$ cat config.mk
export PLATFORM = sky130hd
export DESIGN_NAME = ptex_ram
export DESIGN_NICKNAME = d
export VERILOG_FILES = /design/src/sv/ptex_ram.sv
export SDC_FILE = /design/constraint.sdc
export NUM_CORES = 2
export LEC_CHECK = 0
export CAP_MARGIN = 20
export CORE_ASPECT_RATIO = 0.9
export CORE_UTILIZATION = 63
export CTS_CLUSTER_SIZE = 40
export DETAILED_ROUTE_END_ITERATION = 8
export DONT_BUFFER_PORTS = 1
export PLACE_DENSITY = 0.79
export SLEW_MARGIN = 20
export SYNTH_ARGS = -nofsm -noshare
export SYNTH_HDL_FRONTEND = slang
export SYNTH_SLANG_ARGS = --single-unit
$ cat constraint.sdc
create_clock -name clock -period 4 [get_ports clock]
set_input_delay 1.2 -clock clock [delete_from_list [all_inputs] [get_ports clock]]
set_output_delay 1.2 -clock clock [all_outputs]
set_load 0.01 [all_outputs]
$ cat src/sv/ptex_ram.sv
module ptex_ram #(
   parameter int unsigned WIDTH = 8,
   parameter int unsigned DEPTH = 256
) (
   input  logic                     clock,
   input  logic                     wr_en,
   input  logic [$clog2(DEPTH)-1:0] wr_addr,
   input  logic [WIDTH-1:0]         wr_data,
   input  logic                     rd_en,
   input  logic [$clog2(DEPTH)-1:0] rd_addr,
   output logic [WIDTH-1:0]         rd_data
);

   logic [WIDTH-1:0] mem_ff [DEPTH];
   logic [WIDTH-1:0] rd_data_ff;

   always_ff @(posedge clock) begin
      if (wr_en) begin
         mem_ff[wr_addr] <= wr_data;
      end
      if (rd_en) begin
         rd_data_ff <= mem_ff[rd_addr];
      end
   end

   assign rd_data = rd_data_ff;

endmodule

## Word level (Yosys, flattened, before mapping)

Memory sizes are Yosys's and may differ from the RTL's. A register that Yosys moved wholly into a read port is not among the register bits.
Cells that the tools add are included.

- Register bits after elaboration: 0
- Bits in writable memories: 2048
- Bits of input ports: 27
- Output and inout port bits: 8
- Logic and storage cells: 3
- Memories: 1

Memory list:

| name | words | bits a word | rd ports | clocked after memory_dff | wr ports | line | RTL |
|---|---|---|---|---|---|---|---|
| mem_ff | 256 | 8 | 1 | 1 | 1 | 14 | `logic [WIDTH-1:0] mem_ff [DEPTH];` |

- Multiplexer cells: 2

Operators with widths:

| cell | number |
|---|---|
| 1-bit two-way mux | 2 |

## Logic depth before layout (Yosys ltp)

- Depth after elaboration: 2
- Gate-level depth with buffers: 11
- Depth with buffers taken out: 6

## Least setup slack after synthesis

OpenSTA, ideal clock, no wires.

- Path kind: input to register
- From: input rd_addr[0]
- To: register rd_data_ff[2], in the netlist rd_data[2], read port of mem_ff (data pin)
- Library setup time: 0.269 ns
- Data arrival time: 3.007 ns
- Required time: 3.731 ns
- Slack: 0.724 ns
- Cell stages on the path: 9
- Path buffers: 4
- Cells stage by stage: buf_6 -> buf_12 -> buf_8 -> buf_2 -> mux4_2 -> a22oi_1 -> a21oi_1 -> nor4_1 -> nor4_2

RTL lines:

| what | line | RTL |
|---|---|---|
| from (decl) | 10 | `input logic [$clog2(DEPTH)-1:0] rd_addr,` |
| to (decl) | 15 | `logic [WIDTH-1:0] rd_data_ff;` |

==> results.cfg <==
[synthesis]
ys_seq_area_share_pct = 77.53
ys_warn_count = 0
syn_avg_cell_area_um2 = 21.33
syn-cell-area_mm2 = 0.07964
synth_cell_types = 54
synthArstFlopShare_pct = 0
synthFlopType = edfxtp_1
synth-seq-cells = 2056
synth_edf_count = 2056
syn_inst = 3733
syn_nets = 3760

[worst_setup_path]
crit-reg2reg-launch = mem_ff[83][5]
r2r-end = rd_data[5]
start_kind = input port
cp-end-kind = flop
crit_type = input port to flop
cp_max_fo = 446
arrival_ns = 4.53
worstRegToRegCells = 7
rrSetupSlack_ns = 0.91
required_ns = 4.52

[drt]
ant_nets = 0
drtIter0Drc = 6678
post_drt_wl_per_cell_um = 34.65
drt-vias-per-instance = 7.033
wl_um = 202400
vias = 41080
dr_wl_met2_um = 96190
wl_met3_um = 26820
drt_first_pass_iters = 8
drc_errors = 0
top_layer = met5
wirelength_met1_um = 69340

[die]
placementRows = 123
fp.dieH_um = 339.3
start_util_pct = 63.65
fp.coreArea_mm2 = 0.1251
pin_count = 35
die-area_mm2 = 0.1278
dieWidth_um = 376.8

[timing]
period_needed_ns = 4.002
timing.final.hold_violations = 0
setup_violations = 1
timing.final.crit_share_pct = 100.1
clock_skew_ns = 0.02523
tightest_slew_ns = 1.744
fmax_ghz = 0.2498
fin_ws_ns = -0.002422
grt_setup_unrepaired = no
slew_violations = 135
whs_ns = 0.4966
fin_setup_tns_ns = -0.002422
relSlewSlack_pct = -16.23

[clocking]
clkLatencyLatePin_ns = 0.81
cts_buffers = 187
clk_pin_slew_ns = 0.06
cts_buffer_depth = 3
htreeDepth = 4
cts_tree = done
cts.sinks = 2056
holdBufCountCts = 0
post_cts_buffers = 0
cts_root_buf = clkbuf_16
cts_resized = 0

[power]
ir_worst_vdd_v = 0.0004579
p_comb_share_pct = 3.8
clkPwrFrac_pct = 40.6
p_leak_uw = 0.02780
internal-power_uw = 34080
finalPower_uw = 42760
p_sw_uw = 8679
powerDensity_mw_per_mm2 = 481.9
netSwitchingFraction_pct = 20.30
seq_power_share_pct = 55.6

[cells_and_area]
fin_util_pct = 70.93
multi_input_area_mm2 = 0.01649
nFillCells = 6874
drive_above_1_share_pct = 24.92
final_cell_mix = edfxtp_1 (2056), mux4_2 (454), buf_4 (287)
area_growth_pct = 11.44
mostFrequentLayoutCell = edfxtp_1
regArea_mm2 = 0.06174
final_nets = 4019

[placement]
portBuffers = 0
dp_hpwl_um = 104100
post-place-ws_ns = -0.06917
place_congestion = 0.8528

[worst_hold_path]
hold_end = mem_ff[83][2]
hp-class = input port to flop
whs_path_depth = 0
hold_start = wr_data[2]

[grt]
grt.overflow.total = 0
grt_pass1_wl_um = 284000
grt_max_degree = 579
grt_use_total_pct = 31.39
antenna_found_initial = 9
grt_pass1_vias = 41080

[status]
status = complete, but fails checks
failed_checks = max-slew violations, negative setup slack

[run]
cap_violations = 0
[kinds of logic (layout without fill, tap and decap cells)]
logic type / count (synthesis) / count (layout) / share of synthesized area, %
other: 0 / 8 / 0
AO/OA/AOI/OAI: 385 / 385 / 3.416
multiplexers: 591 / 591 / 14.60
buffers and inverters: 235 / 648 / 1.829
flip-flops: 2056 / 2056 / 77.53
AND/OR/NAND/NOR: 466 / 466 / 2.625
[flip-flops by register name, indices dropped and copies added (netlist names)]
name	flops
mem_ff	2048
rd_data	8
[through the flow]
stage | area (um^2) | cells
after floorplan | 79640 | 3733
after global placement | 82590 | 5479
after detailed placement | 82590 | 5479
after CTS | 88440 | 5822
after global routing | 88720 | 5833
final | 88740 | 5841
[power by group through the flow]
stage	sequential, uW	combinational [uW]	clock, uW
2_1_floorplan	24200	1150	0
6_report	23800	1610	17400
3_3_place_gp	24200	1290	0
5_1_grt	23800	1650	18200
4_1_cts	23800	1340	17400
3_5_place_dp	24200	1300	0
[cell usage after synthesis (all sizes together) (2+ instances only)]
master,instances,area [um^2]
and3b,2,17.52
or2,4,25.02
o211ai,10,75.07
a221oi,14,128.9
a31oi,2,12.51
nor3,22,110.1
nand2,33,123.9
a211oi,16,120.1
nand2b,8,50.05
a22o,8,70.07
nand3b,2,15.01
buf,122,1032
o21ai,12,60.06
nor4,27,187.7
o22ai,28,175.2
edfxtp,2056,61740
mux2i,134,1341
clkbuf,111,416.7
a22oi,133,998.5
o32ai,5,51.30
a311oi,2,17.52
o22a,5,43.79
a2111oi,5,52.55
mux4,456,10280
nor2b,31,193.9
nand4,10,62.56
nand3,34,170.2
and2,6,37.54
nor2,282,1059
o221ai,47,417.9
a21oi,96,480.5
[per-layer routing]
metal,track usage (%),up-vias
li1,-,16210
met2,48.55,3285
met3,8.152,598
met5,0,-
met4,13.77,8
met1,42.91,20980
[layout make-up]
cell class / count / share of cell area [%]
Tap cell: 1687 / 2.378
Antenna cell: 8 / 0.02256
Clock inverter: 105 / 0.9178
Timing Repair Buffer: 303 / 2.842
Clock buffer: 238 / 5.680
Inverter: 2 / 0.008459
Multi-Input combinational cell: 1442 / 18.58
Sequential cell: 2056 / 69.57
[critical path, cell delays in order]
cell and delay, ns:
nand3b_1 1.08, o22ai_1 0.17, o21ai_0 0.26, nand3_1 0.18, nor4_1 0.57, buf_4 0.21, nor4_2 0.04
[worst max path at each step]
stage / startpoint / endpoint / slack [ns] / depth (start not counted)
after global routing: rd_addr[0] / rd_data[3] / 0.03 / 9
after floorplan: rd_addr[0] / rd_data[2] / 0.72 / 9
after global placement: rd_addr[0] / rd_data[2] / -0.17 / 6
final: rd_addr[1] / rd_data[0] / -0.002 / 7
after CTS: rd_addr[0] / rd_data[5] / 0.76 / 7
after detailed placement: rd_addr[0] / rd_data[5] / -0.07 / 7
Power figures use the tool's default switching activity.
